[config.mk]
export PLATFORM = sky130hd
export DESIGN_NAME = timeout_callback_table
export DESIGN_NICKNAME = d
export VERILOG_FILES = /design/src/hw/rtl/tct_pkg.sv /design/src/hw/rtl/tct_front.sv /design/src/hw/rtl/tct_back.sv /design/src/hw/rtl/timeout_callback_table.sv
export SDC_FILE = /design/constraint.sdc
export NUM_CORES = 2
export LEC_CHECK = 0
export BUFFER_PORTS_ARGS = -buffer_cell sky130_fd_sc_hd__buf_2
export CORE_ASPECT_RATIO = 1.1
export CORE_MARGIN = 2
export CORE_UTILIZATION = 65
export CTS_BUF_LIST = sky130_fd_sc_hd__clkbuf_16
export CTS_CLUSTER_DIAMETER = 80
export CTS_CLUSTER_SIZE = 16
export DETAILED_ROUTE_END_ITERATION = 8
export HOLD_SLACK_MARGIN = 0.03
export PLACE_DENSITY = 0.82
export SLEW_MARGIN = 0
export SYNTH_ARGS = -nofsm -noshare
export SYNTH_HDL_FRONTEND = slang
export SYNTH_HIERARCHICAL = 1
export SYNTH_SLANG_ARGS = --single-unit
[constraint.sdc]
create_clock -name clk -period 37.5 [get_ports clk]
set_clock_uncertainty 0.15 [all_clocks]
set_input_delay 1.875 -clock clk [delete_from_list [all_inputs] [get_ports clk]]
set_output_delay 1.875 -clock clk [all_outputs]
set_load 0.05 [all_outputs]
[src/hw/rtl/tct_pkg.sv]
// Shared types and constants for the timeout callback table.
package tct_pkg;

    localparam int NUM_ENTRIES    = 8;
    localparam int MAX_REPORTS    = 8;
    localparam int QUEUE_DEPTH    = 2;
    localparam int IDX_W          = $clog2(NUM_ENTRIES);
    localparam int CNT_W          = $clog2(NUM_ENTRIES + 1);
    localparam int RPT_W          = $clog2(MAX_REPORTS + 1);
    localparam int QPTR_W         = $clog2(QUEUE_DEPTH);
    localparam int QCNT_W         = $clog2(QUEUE_DEPTH + 1);
    localparam logic [7:0] ANY_MENU_RESET = 8'hFF;

    localparam logic [1:0] CMD_TICK    = 2'd0;
    localparam logic [1:0] CMD_ADD     = 2'd1;
    localparam logic [1:0] CMD_CANCEL  = 2'd2;
    localparam logic [1:0] CMD_SERVICE = 2'd3;

    typedef enum logic [1:0] {
        OP_TICK,
        OP_ADD,
        OP_CANCEL,
        OP_SERVICE
    } op_t;

    typedef struct packed {
        op_t         op;
        logic [7:0]  callback_id;
        logic [31:0] delay_ms;
        logic [7:0]  target_menu;
        logic        update_existing;
        logic [7:0]  current_menu;
    } cmd_t;

    typedef enum logic [2:0] {
        ST_IDLE,
        ST_TICK,
        ST_ADD,
        ST_CANCEL,
        ST_SVC
    } state_t;

    typedef enum logic [1:0] {
        TBL_NONE,
        TBL_WRITE,
        TBL_INSERT,
        TBL_REMOVE
    } tbl_op_t;

endpackage

[src/hw/rtl/tct_front.sv]
// Front end: accepts input beats, decodes the command and queues it for the back end.
module tct_front
    import tct_pkg::*;
(
    input  logic        clk,
    input  logic        rst_n,
    input  logic        in_valid,
    output logic        in_ready,
    input  logic [1:0]  cmd,
    input  logic [7:0]  callback_id,
    input  logic [31:0] delay_ms,
    input  logic [7:0]  target_menu,
    input  logic        update_existing,
    input  logic [7:0]  current_menu,
    output logic        q_valid,
    output cmd_t        q_data,
    input  logic        q_pop
);

    cmd_t              mem_reg [QUEUE_DEPTH];
    logic [QPTR_W-1:0] wr_ptr_reg;
    logic [QPTR_W-1:0] wr_ptr_next;
    logic [QPTR_W-1:0] rd_ptr_reg;
    logic [QPTR_W-1:0] rd_ptr_next;
    logic [QCNT_W-1:0] count_reg;
    logic [QCNT_W-1:0] count_next;
    logic              push;
    logic              pop;
    cmd_t              dec;

    always_comb
    begin
        dec.callback_id     = callback_id;
        dec.delay_ms        = delay_ms;
        dec.target_menu     = target_menu;
        dec.update_existing = update_existing;
        dec.current_menu    = current_menu;
        case (cmd)
            CMD_TICK:    dec.op = OP_TICK;
            CMD_ADD:     dec.op = OP_ADD;
            CMD_CANCEL:  dec.op = OP_CANCEL;
            CMD_SERVICE: dec.op = OP_SERVICE;
            default:     dec.op = OP_TICK;
        endcase
    end

    assign in_ready = count_reg != QCNT_W'(QUEUE_DEPTH);
    assign push     = in_valid && in_ready;
    assign q_valid  = count_reg != '0;
    assign q_data   = mem_reg[rd_ptr_reg];
    assign pop      = q_pop && q_valid;

    always_comb
    begin
        wr_ptr_next = wr_ptr_reg;
        rd_ptr_next = rd_ptr_reg;
        count_next  = count_reg;
        if (push)
        begin
            wr_ptr_next = (wr_ptr_reg == QPTR_W'(QUEUE_DEPTH - 1)) ? '0 : wr_ptr_reg + 1'b1;
        end
        if (pop)
        begin
            rd_ptr_next = (rd_ptr_reg == QPTR_W'(QUEUE_DEPTH - 1)) ? '0 : rd_ptr_reg + 1'b1;
        end
        if (push && !pop)
        begin
            count_next = count_reg + 1'b1;
        end
        else if (pop && !push)
        begin
            count_next = count_reg - 1'b1;
        end
    end

    always_ff @(posedge clk or negedge rst_n)
    begin
        if (!rst_n)
        begin
            wr_ptr_reg <= '0;
            rd_ptr_reg <= '0;
            count_reg  <= '0;
        end
        else
        begin
            wr_ptr_reg <= wr_ptr_next;
            rd_ptr_reg <= rd_ptr_next;
            count_reg  <= count_next;
        end
    end

    always_ff @(posedge clk)
    begin
        if (push)
        begin
            mem_reg[wr_ptr_reg] <= dec;
        end
    end

endmodule

[src/hw/rtl/tct_back.sv]
// Back end: timer table, ms counter, result register; scans one slot per cycle when not stalled.
module tct_back
    import tct_pkg::*;
(
    input  logic        clk,
    input  logic        rst_n,
    input  logic        cfg_wr_en,
    input  logic [7:0]  cfg_wr_data,
    input  logic        q_valid,
    input  cmd_t        q_data,
    output logic        q_pop,
    output logic        out_valid,
    input  logic        out_ready,
    output logic        op_ok,
    output logic        fired,
    output logic [7:0]  fired_id,
    output logic        last
);

    logic              valid_reg [NUM_ENTRIES];
    logic [7:0]        id_reg    [NUM_ENTRIES];
    logic [7:0]        menu_reg  [NUM_ENTRIES];
    logic [31:0]       start_reg [NUM_ENTRIES];
    logic [31:0]       delay_reg [NUM_ENTRIES];

    state_t            state_reg, state_next;
    cmd_t              cmd_reg, cmd_next;
    logic [CNT_W-1:0]  idx_reg, idx_next;
    logic [RPT_W-1:0]  n_reg, n_next;
    logic              pend_valid_reg, pend_valid_next;
    logic [7:0]        pend_id_reg, pend_id_next;
    logic [31:0]       now_reg, now_next;
    logic [7:0]        any_menu_reg;

    logic              out_valid_reg;
    logic              op_ok_reg;
    logic              fired_reg;
    logic [7:0]        fired_id_reg;
    logic              last_reg;

    logic [IDX_W-1:0]  cur_idx;
    logic              at_end;
    logic              sel_valid;
    logic [7:0]        sel_id;
    logic [7:0]        sel_menu;
    logic [31:0]       sel_age;
    logic              expired;
    logic              menu_match;
    logic              out_free;
    logic              emit;
    logic              emit_ok;
    logic              emit_fired;
    logic [7:0]        emit_id;
    logic              emit_last;
    tbl_op_t           tbl_op;

    assign cur_idx    = idx_reg[IDX_W-1:0];
    assign at_end     = idx_reg == CNT_W'(NUM_ENTRIES);
    assign sel_valid  = valid_reg[cur_idx];
    assign sel_id     = id_reg[cur_idx];
    assign sel_menu   = menu_reg[cur_idx];
    assign sel_age    = now_reg - start_reg[cur_idx];
    assign expired    = sel_age >= delay_reg[cur_idx];
    assign menu_match = (sel_menu == any_menu_reg) || (sel_menu == cmd_reg.current_menu);
    assign out_free   = !out_valid_reg || out_ready;

    always_comb
    begin
        state_next      = state_reg;
        cmd_next        = cmd_reg;
        idx_next        = idx_reg;
        n_next          = n_reg;
        pend_valid_next = pend_valid_reg;
        pend_id_next    = pend_id_reg;
        now_next        = now_reg;
        q_pop           = 1'b0;
        tbl_op          = TBL_NONE;
        emit            = 1'b0;
        emit_ok         = 1'b0;
        emit_fired      = 1'b0;
        emit_id         = '0;
        emit_last       = 1'b1;

        case (state_reg)
            ST_IDLE:
            begin
                if (q_valid)
                begin
                    q_pop           = 1'b1;
                    cmd_next        = q_data;
                    idx_next        = '0;
                    n_next          = '0;
                    pend_valid_next = 1'b0;
                    case (q_data.op)
                        OP_TICK:    state_next = ST_TICK;
                        OP_ADD:     state_next = ST_ADD;
                        OP_CANCEL:  state_next = ST_CANCEL;
                        OP_SERVICE: state_next = ST_SVC;
                        default:    state_next = ST_IDLE;
                    endcase
                end
            end

            ST_TICK:
            begin
                emit = 1'b1;
                if (out_free)
                begin
                    now_next   = now_reg + 32'd1;
                    state_next = ST_IDLE;
                end
            end

            ST_ADD:
            begin
                if (at_end)
                begin
                    emit = 1'b1;
                    if (out_free)
                    begin
                        state_next = ST_IDLE;
                    end
                end
                else if (!sel_valid ||
                         (sel_id == cmd_reg.callback_id && cmd_reg.update_existing))
                begin
                    emit    = 1'b1;
                    emit_ok = 1'b1;
                    if (out_free)
                    begin
                        tbl_op     = TBL_WRITE;
                        state_next = ST_IDLE;
                    end
                end
                else if (expired)
                begin
                    emit    = 1'b1;
                    emit_ok = 1'b1;
                    if (out_free)
                    begin
                        tbl_op     = TBL_INSERT;
                        state_next = ST_IDLE;
                    end
                end
                else
                begin
                    idx_next = idx_reg + CNT_W'(1);
                end
            end

            ST_CANCEL:
            begin
                if (at_end)
                begin
                    emit = 1'b1;
                    if (out_free)
                    begin
                        state_next = ST_IDLE;
                    end
                end
                else if (sel_valid && sel_id == cmd_reg.callback_id &&
                         sel_menu == cmd_reg.target_menu)
                begin
                    emit    = 1'b1;
                    emit_ok = 1'b1;
                    if (out_free)
                    begin
                        tbl_op     = TBL_REMOVE;
                        state_next = ST_IDLE;
                    end
                end
                else
                begin
                    idx_next = idx_reg + CNT_W'(1);
                end
            end

            ST_SVC:
            begin
                if (at_end || !sel_valid ||
                    (expired && menu_match && n_reg >= RPT_W'(MAX_REPORTS)))
                begin
                    // end of scan: flush the held report, or give the empty beat
                    emit       = 1'b1;
                    emit_ok    = pend_valid_reg;
                    emit_fired = pend_valid_reg;
                    emit_id    = pend_valid_reg ? pend_id_reg : 8'd0;
                    if (out_free)
                    begin
                        state_next = ST_IDLE;
                    end
                end
                else if (expired && menu_match)
                begin
                    // a report is held back one step so the last one can be marked
                    emit       = pend_valid_reg;
                    emit_ok    = 1'b1;
                    emit_fired = 1'b1;
                    emit_id    = pend_id_reg;
                    emit_last  = 1'b0;
                    if (out_free || !pend_valid_reg)
                    begin
                        tbl_op          = TBL_REMOVE;
                        pend_valid_next = 1'b1;
                        pend_id_next    = sel_id;
                        n_next          = n_reg + RPT_W'(1);
                    end
                end
                else if (expired)
                begin
                    tbl_op = TBL_REMOVE;
                end
                else
                begin
                    idx_next = idx_reg + CNT_W'(1);
                end
            end

            default:
            begin
                state_next = ST_IDLE;
            end
        endcase
    end

    always_ff @(posedge clk or negedge rst_n)
    begin
        if (!rst_n)
        begin
            state_reg      <= ST_IDLE;
            idx_reg        <= '0;
            n_reg          <= '0;
            pend_valid_reg <= 1'b0;
            now_reg        <= '0;
            any_menu_reg   <= ANY_MENU_RESET;
            out_valid_reg  <= 1'b0;
        end
        else
        begin
            state_reg      <= state_next;
            idx_reg        <= idx_next;
            n_reg          <= n_next;
            pend_valid_reg <= pend_valid_next;
            now_reg        <= now_next;
            if (cfg_wr_en)
            begin
                any_menu_reg <= cfg_wr_data;
            end
            if (emit && out_free)
            begin
                out_valid_reg <= 1'b1;
            end
            else if (out_ready)
            begin
                out_valid_reg <= 1'b0;
            end
        end
    end

    always_ff @(posedge clk)
    begin
        cmd_reg     <= cmd_next;
        pend_id_reg <= pend_id_next;
        if (emit && out_free)
        begin
            op_ok_reg    <= emit_ok;
            fired_reg    <= emit_fired;
            fired_id_reg <= emit_id;
            last_reg     <= emit_last;
        end
    end

    for (genvar g = 0; g < NUM_ENTRIES; g++)
    begin : g_slot
        logic hit;
        logic above;

        assign hit   = cur_idx == IDX_W'(g);
        assign above = IDX_W'(g) > cur_idx;

        always_ff @(posedge clk or negedge rst_n)
        begin
            if (!rst_n)
            begin
                valid_reg[g] <= 1'b0;
            end
            else
            begin
                case (tbl_op)
                    TBL_WRITE:
                    begin
                        if (hit)
                        begin
                            valid_reg[g] <= 1'b1;
                        end
                    end
                    TBL_INSERT:
                    begin
                        if (hit)
                        begin
                            valid_reg[g] <= 1'b1;
                        end
                        else if (above)
                        begin
                            if (g > 0)
                            begin
                                valid_reg[g] <= valid_reg[(g > 0) ? g - 1 : 0];
                            end
                        end
                    end
                    TBL_REMOVE:
                    begin
                        if (hit || above)
                        begin
                            if (g < NUM_ENTRIES - 1)
                            begin
                                valid_reg[g] <= valid_reg[(g < NUM_ENTRIES - 1) ? g + 1 : g];
                            end
                            else
                            begin
                                valid_reg[g] <= 1'b0;
                            end
                        end
                    end
                    default:
                    begin
                    end
                endcase
            end
        end

        always_ff @(posedge clk)
        begin
            case (tbl_op)
                TBL_WRITE, TBL_INSERT:
                begin
                    if (hit)
                    begin
                        id_reg[g]    <= cmd_reg.callback_id;
                        menu_reg[g]  <= cmd_reg.target_menu;
                        start_reg[g] <= now_reg;
                        delay_reg[g] <= cmd_reg.delay_ms;
                    end
                    else if (above && tbl_op == TBL_INSERT && g > 0)
                    begin
                        id_reg[g]    <= id_reg[(g > 0) ? g - 1 : 0];
                        menu_reg[g]  <= menu_reg[(g > 0) ? g - 1 : 0];
                        start_reg[g] <= start_reg[(g > 0) ? g - 1 : 0];
                        delay_reg[g] <= delay_reg[(g > 0) ? g - 1 : 0];
                    end
                end
                TBL_REMOVE:
                begin
                    if ((hit || above) && g < NUM_ENTRIES - 1)
                    begin
                        id_reg[g]    <= id_reg[(g < NUM_ENTRIES - 1) ? g + 1 : g];
                        menu_reg[g]  <= menu_reg[(g < NUM_ENTRIES - 1) ? g + 1 : g];
                        start_reg[g] <= start_reg[(g < NUM_ENTRIES - 1) ? g + 1 : g];
                        delay_reg[g] <= delay_reg[(g < NUM_ENTRIES - 1) ? g + 1 : g];
                    end
                end
                default:
                begin
                end
            endcase
        end
    end

    assign out_valid = out_valid_reg;
    assign op_ok     = op_ok_reg;
    assign fired     = fired_reg;
    assign fired_id  = fired_id_reg;
    assign last      = last_reg;

endmodule

[src/hw/rtl/timeout_callback_table.sv]
// Top level of the timeout callback table.
// Keeps up to NUM_ENTRIES (8) pending timeouts packed at the front of a table.
// Commands enter a two-beat queue, so new beats are taken while the engine
// works; the engine scans the table one slot per clock unless a result
// waiting on out_ready stalls it. A command leaves the queue, runs on the
// engine and ends with its final result, held in the result register until
// out_ready. A service command returns one beat per fired callback in table
// order, last marking the final one, or a single empty beat if none fired.
// cfg_wr_data sets the wildcard menu code (255 after reset); write it only
// while the block is idle.
module timeout_callback_table
    import tct_pkg::*;
(
    input  logic        clk,
    input  logic        rst_n,
    input  logic        cfg_wr_en,
    input  logic [7:0]  cfg_wr_data,
    input  logic        in_valid,
    output logic        in_ready,
    input  logic [1:0]  cmd,
    input  logic [7:0]  callback_id,
    input  logic [31:0] delay_ms,
    input  logic [7:0]  target_menu,
    input  logic        update_existing,
    input  logic [7:0]  current_menu,
    output logic        out_valid,
    input  logic        out_ready,
    output logic        op_ok,
    output logic        fired,
    output logic [7:0]  fired_id,
    output logic        last
);

    logic q_valid;
    cmd_t q_data;
    logic q_pop;

    tct_front u_front (
        .clk             (clk),
        .rst_n           (rst_n),
        .in_valid        (in_valid),
        .in_ready        (in_ready),
        .cmd             (cmd),
        .callback_id     (callback_id),
        .delay_ms        (delay_ms),
        .target_menu     (target_menu),
        .update_existing (update_existing),
        .current_menu    (current_menu),
        .q_valid         (q_valid),
        .q_data          (q_data),
        .q_pop           (q_pop)
    );

    tct_back u_back (
        .clk         (clk),
        .rst_n       (rst_n),
        .cfg_wr_en   (cfg_wr_en),
        .cfg_wr_data (cfg_wr_data),
        .q_valid     (q_valid),
        .q_data      (q_data),
        .q_pop       (q_pop),
        .out_valid   (out_valid),
        .out_ready   (out_ready),
        .op_ok       (op_ok),
        .fired       (fired),
        .fired_id    (fired_id),
        .last        (last)
    );

endmodule
==> Yosys cells after proc, flatten, opt, wreduce, memory -nomap -nowiden <==
Memories as Yosys holds them, arrays and structs flattened.
Index checks and enable logic that the tools add are counted.
{ "word_totals": {"regBits": 141, "memories": 5, "inputBits": 72, "word_cells": 474, "ram_bits": 758} }
{ "memory_table": {"columns": ["memory", "depth", "word_bits", "read_ports", "rd_clocked_by_memory_dff", "wr", "line_no", "text"], "rows": [
  ["u_back.delay_reg", 8, 32, 9, 0, 8, "tct_back.sv:24", "logic [31:0] delay_reg [NUM_ENTRIES];"],
  ["u_back.start_reg", 8, 32, 9, 0, 8, "tct_back.sv:23", "logic [31:0] start_reg [NUM_ENTRIES];"],
  ["u_front.mem_reg", 2, 59, 1, 0, 1, "tct_front.sv:20", "cmd_t mem_reg [QUEUE_DEPTH];"],
  ["u_back.id_reg", 8, 8, 9, 0, 8, "tct_back.sv:21", "logic [7:0] id_reg [NUM_ENTRIES];"],
  ["u_back.menu_reg", 8, 8, 9, 0, 8, "tct_back.sv:22", "logic [7:0] menu_reg [NUM_ENTRIES];"]
]} }
{ "classes": {"order_cmp": 11, "reduce_logical": 63, "eq_ne": 61, "bitwise": 59, "addsub": 8, "muxes": 239} }
{ "ops": {"columns": ["cell", "n"], "rows": [
  ["two-way mux 32 bit", 28],
  ["two-way mux 8 bit", 31],
  ["two-way mux 1 bit", 130],
  ["OR 1 bit", 56],
  ["two-way mux 4 bit", 11],
  ["inequality test 2 x 1 -> 1 bit, second input constant", 19],
  ["AND reduction 4 bit", 9],
  ["adder 32 x 1 -> 32 bit, second input constant", 1],
  ["equality test 8 bit", 4],
  [">= comparator 32 bit", 1],
  ["subtractor 32 bit", 1],
  ["two-way mux 2 bit", 13],
  ["two-way mux 3 bit", 8],
  ["inequality test 3 x 1 -> 1 bit, second input constant", 8],
  ["case mux 1 bit (3 select lines)", 8],
  ["logical AND 1 bit", 17],
  ["inequality test 2 bit, second input constant", 8],
  ["case mux 4 bit (4 select lines)", 1],
  ["equality test 3 bit, second input constant", 5],
  ["case mux 3 bit (5 select lines)", 1],
  ["logical OR 1 bit", 14],
  ["equality test 2 bit, second input constant", 6],
  ["equality test 3 x 2 -> 1 bit, second input constant", 4],
  ["> comparator 3 bit, first input constant", 4],
  ["other kinds (31)", 53]
]} }

==> Depth between registers and ports, before layout <==
{ "depth": {"word_depth": 17, "mapped_depth": 43} }

==> Cells and area by module <==
Netlist, hierarchy kept.
{ "modules_own_cells": {"columns": ["module", "area_per_inst_um2", "cells_per_inst", "instances"], "rows": [
  ["tct_back", 44331.3, 3915, 1],
  ["tct_front", 4762.1, 204, 1]
]} }

==> Worst setup path after synthesis <==
Ideal clock, no wire load.
{ "synth_timing": {"path_kind": "register -> register", "startpoint": "register u_back.idx_reg[0]", "endpoint": "memory u_back.delay_reg[5][0] (enable)", "path_buffers": 7, "period_less_slack_ns": 13.806, "slack_ns": 23.694, "path_stages_with_launch": 34, "t_arrival_ns": 13.015, "path_cell_list": "dfrtp_1 -> buf_4 -> buf_4 -> buf_4 -> buf_2 -> buf_1 -> buf_1 -> mux2i_1 -> o22ai_1 -> a21oi_1 -> ha_1 -> a21o_1 -> a21o_1 -> a21oi_1 -> o21ai_1 -> a2111o_1 -> a41oi_1 -> o21bai_1 -> a41o_1 -> or4b_1 -> nand4_1 -> ha_1 -> nand4_1 -> nor2_1 -> and3_1 -> a221oi_1 -> o211ai_1 -> a31oi_1 -> nor3_1 -> a21oi_1 -> ha_1 -> clkbuf_1 -> o21ai_0 -> a21boi_0"} }
{ "synth_rtl": {"columns": ["item", "line_no", "text"], "rows": [
  ["from (decl)", "tct_back.sv:28", "logic [CNT_W-1:0] idx_reg, idx_next;"],
  ["from (signal assigned)", "tct_back.sv:241", "idx_reg <= idx_next;"],
  ["to (decl)", "tct_back.sv:24", null]
]} }

==> parameters.txt <==
Parameter                              Value

Worst setup path
  Number of cells on the critical path    37
  Crit path max fanout    100
  Most frequent cell on the critical path    sky130_fd_sc_hd__buf_4
  CP Buf/Inv Count    9
  Path type of the worst setup path    flip-flop to flip-flop
  CP endpoint kind    flip-flop
  Standard cell with the maximum stage delay on the critical path    sky130_fd_sc_hd__dfrtp_4
  Critical path data required time    37.72 ns
  Worst Reg-to-Reg Cells    37
  CP peak stage delay    1.01 ns
  Critical path launch point type    flip-flop
  Arrival time at the worst endpoint    13.60 ns
  Crit-path leading delay family    buffers and inverters

Synth
  Proportion of synthesized chip area in sequential cells    54.3%
  Post-synth ARST share    7.23%
  Post-synth EDFFs    834
  Cell accounting for the most synthesized area    sky130_fd_sc_hd__edfxtp_1
  Top area cells in the synthesized netlist    sky130_fd_sc_hd__edfxtp_1, sky130_fd_sc_hd__mux2i_1, sky130_fd_sc_hd__mux2_2, sky130_fd_sc_hd__a21oi_1, sky130_fd_sc_hd__o21ai_0
  Synth cell types    85
  Most common library cells after synthesis    sky130_fd_sc_hd__edfxtp_1, sky130_fd_sc_hd__mux2i_1, sky130_fd_sc_hd__a21oi_1, sky130_fd_sc_hd__nor2_1, sky130_fd_sc_hd__nand2_1
  Most used flip-flop cell after synthesis    sky130_fd_sc_hd__edfxtp_1
  Avg Synthesized Cell Area    11.9 um^2
  Top-area cell type share of the netlist area    51.0%
  Synth Net Count    4271
  Cell count after synthesis    4119
  Number of flip-flops and latches in the synthesized netlist    899
  Netlist Area Pre-Place    49100 um^2
  Count leader, synth    sky130_fd_sc_hd__edfxtp_1
  Total of warnings raised by yosys    6

Timing
  Post-route minimum period    13.38 ns
  Sum of negative setup slack    0 ns
  RSZ-0062 raised after global routing    no
  Final worst-path setup slack    24.12 ns
  Worst slew margin relative to its limit    14.5%
  Max-slew violation count    0
  Fin crit share    35.7%
  Total count of hold-check failures in the final report    0
  Top achievable clock speed    0.0748 GHz
  Setup-failing EPs final    0
  Transition time of the tightest slew-check pin    1.28 ns

Clock network
  Number of cells upsized or downsized after cts    0
  Post-CTS Hold Buffers    0
  Buffers from clock root to sink, at most    3
  Root buf cell    sky130_fd_sc_hd__clkbuf_16
  CTS buffer count    66
  Clock latency of the later-clocked register in the worst-skew pair    0.65 ns
  Sinks on Clock Net    899
  CTS clock-pin slew for the worst setup and hold paths    0.08 ns
  Post-CTS Setup Inserts    0
  H-tree depth    3
  CTS tree    yes

Floorplanning
  FP Rows    105
  Initial Utilization    65.8%
  Die ar.    77700 um^2
  Io pins    85
  Die width    266 um
  Area of the core    74600 um^2
  Die Y    292 um

Pwr
  Seq pwr share    42.2%
  Power per cell area    75.2 nW/um^2
  Internal Pwr Total    2410 uW
  Reported net switching power    1500 uW
  Pleak    0.0191 uW
  Logic pwr share    40.3%
  Clock group share of total power    17.5%
  Switching Fraction    38.4%
  Worst voltage drop across the vdd grid    114 uV

Status
  Outcome    finished, final reports clean

Place
  Worst slack after detailed placement    24.55 ns
  Dpl hpwl    75.5 mm
  Routability cong.    0.930
  Port-buffer cells    84
  Area of placed instances    50000 um^2

Detailed routing
  Post-Route WL    134 mm
  Via density    6.92
  Remaining routing DRC violations    0
  Post-DR wirelength/cell    26.6 um
  Detailed-route via count    34700
  Router iterations before antenna repair    6
  Routed Antenna Nets    0
  DRT iter0 DRCs    4521

Global route
  GR Overflow Total    0
  Total routing resource utilization after global routing    34.3%
  Wire length of the first global-routing pass    203 mm
  Largest net degree at the start of global routing    161
  Vias in the first global route    34300
  Antenna violations before repair    1

Flow run
  Count of max-cap constraint violations    0

Cells and area
  Cell area after layout    52000 um^2
  Diodes inserted    0
  Synthesis-to-finish area growth    5.88%
  Layout fillers    5258
  Final net count    4156
  Layout cell share with drive strength beyond 1    14.0%

Hold path
  Cells on Worst Hold Path    1
  Worst min-delay path class    flip-flop to flip-flop
==> cell families (layout without fill, tap and decap cells) <==
logic type	after synthesis	in the layout	share of synthesized area [%]
adder cells (fa/ha/maj)	80	80	2.05
AND/OR/NAND/NOR	849	849	7.20
XOR/XNOR	92	92	1.64
AO/OA/AOI/OAI	916	916	10.6
flip-flops	899	899	54.3
multiplexers	915	915	20.9
buffers and inverters	368	300	3.20
==> cells in the final DEF, fill, tap and decap left out, types with 5 or more instances in the layout <==
cell,instances
sky130_fd_sc_hd__mux4_2,46
sky130_fd_sc_hd__a21o_1,27
sky130_fd_sc_hd__buf_2,83
sky130_fd_sc_hd__a21oi_1,388
sky130_fd_sc_hd__clkbuf_16,66
sky130_fd_sc_hd__nor4_1,6
sky130_fd_sc_hd__o21bai_1,9
sky130_fd_sc_hd__buf_4,60
sky130_fd_sc_hd__a221o_1,9
sky130_fd_sc_hd__and4_1,6
sky130_fd_sc_hd__nor3_1,7
sky130_fd_sc_hd__xor2_1,23
sky130_fd_sc_hd__o211ai_1,5
sky130_fd_sc_hd__a221oi_1,30
sky130_fd_sc_hd__edfxtp_1,834
sky130_fd_sc_hd__nand3_4,5
sky130_fd_sc_hd__ha_1,79
sky130_fd_sc_hd__nand2_1,343
sky130_fd_sc_hd__o22ai_1,28
sky130_fd_sc_hd__mux2i_1,628
sky130_fd_sc_hd__nor2b_1,12
sky130_fd_sc_hd__mux2_2,177
sky130_fd_sc_hd__a31oi_1,7
sky130_fd_sc_hd__dfstp_2,8
sky130_fd_sc_hd__or3_1,5
sky130_fd_sc_hd__o2bb2ai_1,5
sky130_fd_sc_hd__a211oi_1,23
sky130_fd_sc_hd__nand2b_1,10
sky130_fd_sc_hd__inv_1,77
sky130_fd_sc_hd__o21ai_0,315
sky130_fd_sc_hd__dfrtp_1,53
sky130_fd_sc_hd__nand4_1,17
sky130_fd_sc_hd__nand3_1,22
sky130_fd_sc_hd__nor2_1,359
sky130_fd_sc_hd__o21a_1,5
sky130_fd_sc_hd__a22oi_1,15
sky130_fd_sc_hd__and3_1,11
sky130_fd_sc_hd__and2_1,12
sky130_fd_sc_hd__xnor2_1,69
sky130_fd_sc_hd__mux2_4,59
==> power groups by stage <==
stage | logic [uW] | clock network, uW | registers, uW
after floorplan | 1160 | 0 | 1580
after global placement | 1490 | 0 | 1660
after detailed placement | 1540 | 0 | 1660
after CTS | 1550 | 689 | 1640
after global routing | 1700 | 722 | 1670
final | 1580 | 682 | 1650
==> cell type report <==
| cell class | instances | area, um^2 | area share (%) |
|---|---|---|---|
| clock buffer | 66 | 1650 | 3.18 |
| sequential | 899 | 26700 | 51.4 |
| tap | 963 | 1200 | 2.32 |
| inverter | 39 | 146 | 0.282 |
| multi-input combinational | 2852 | 21100 | 40.5 |
| timing repair buffer | 146 | 926 | 1.78 |
| clock inverter | 49 | 288 | 0.554 |
==> routing by layer <==
layer / wire length, um / vias up / global-route usage (%) / share of wire (%)
li1: - / 15200 / - / -
met1: 49900 / 17000 / 46.8 / 37
met2: 61800 / 2193 / 54.7 / 46
met3: 15300 / 396 / 5.41 / 11
met4: 6610 / 2 / 15.8 / 4.9
met5: 19 / - / 0 / 0.014
==> path summary, 6_finish.rpt <==
| kind | startpoint | endpoint | slack, ns |
|---|---|---|---|
| max in group asynchronous | rst_n | u_back/idx_reg[1] | 35.10 |
| hold / removal | u_front/count_reg[1] | u_front/count_reg[1] | 0.35 |
| min in group asynchronous | rst_n | u_back/any_menu_reg[4] | 1.08 |
| setup reg to reg | u_back/idx_reg[0] | u_back/delay_reg[0][18] | 24.12 |
| setup / recovery | u_back/idx_reg[0] | u_back/delay_reg[0][18] | 24.12 |
| hold reg to reg | u_front/count_reg[1] | u_front/count_reg[1] | 0.35 |
==> metrics by stage <==
stage / cells / power (uW) / utilization [%] / hold slack [ns]
global route: 5014 / 4090 / 69.7 / 0.364
global placement: 4899 / 3150 / 67.1 / 0.327
finish: 5014 / 3910 / 69.7 / 0.345
floorplan: 4119 / 2740 / - / 0.306
detailed placement: 4899 / 3200 / 67.1 / 0.336
CTS: 5014 / 3880 / 69.7 / 0.346
No activity file was read; power rests on OpenSTA's default activity.
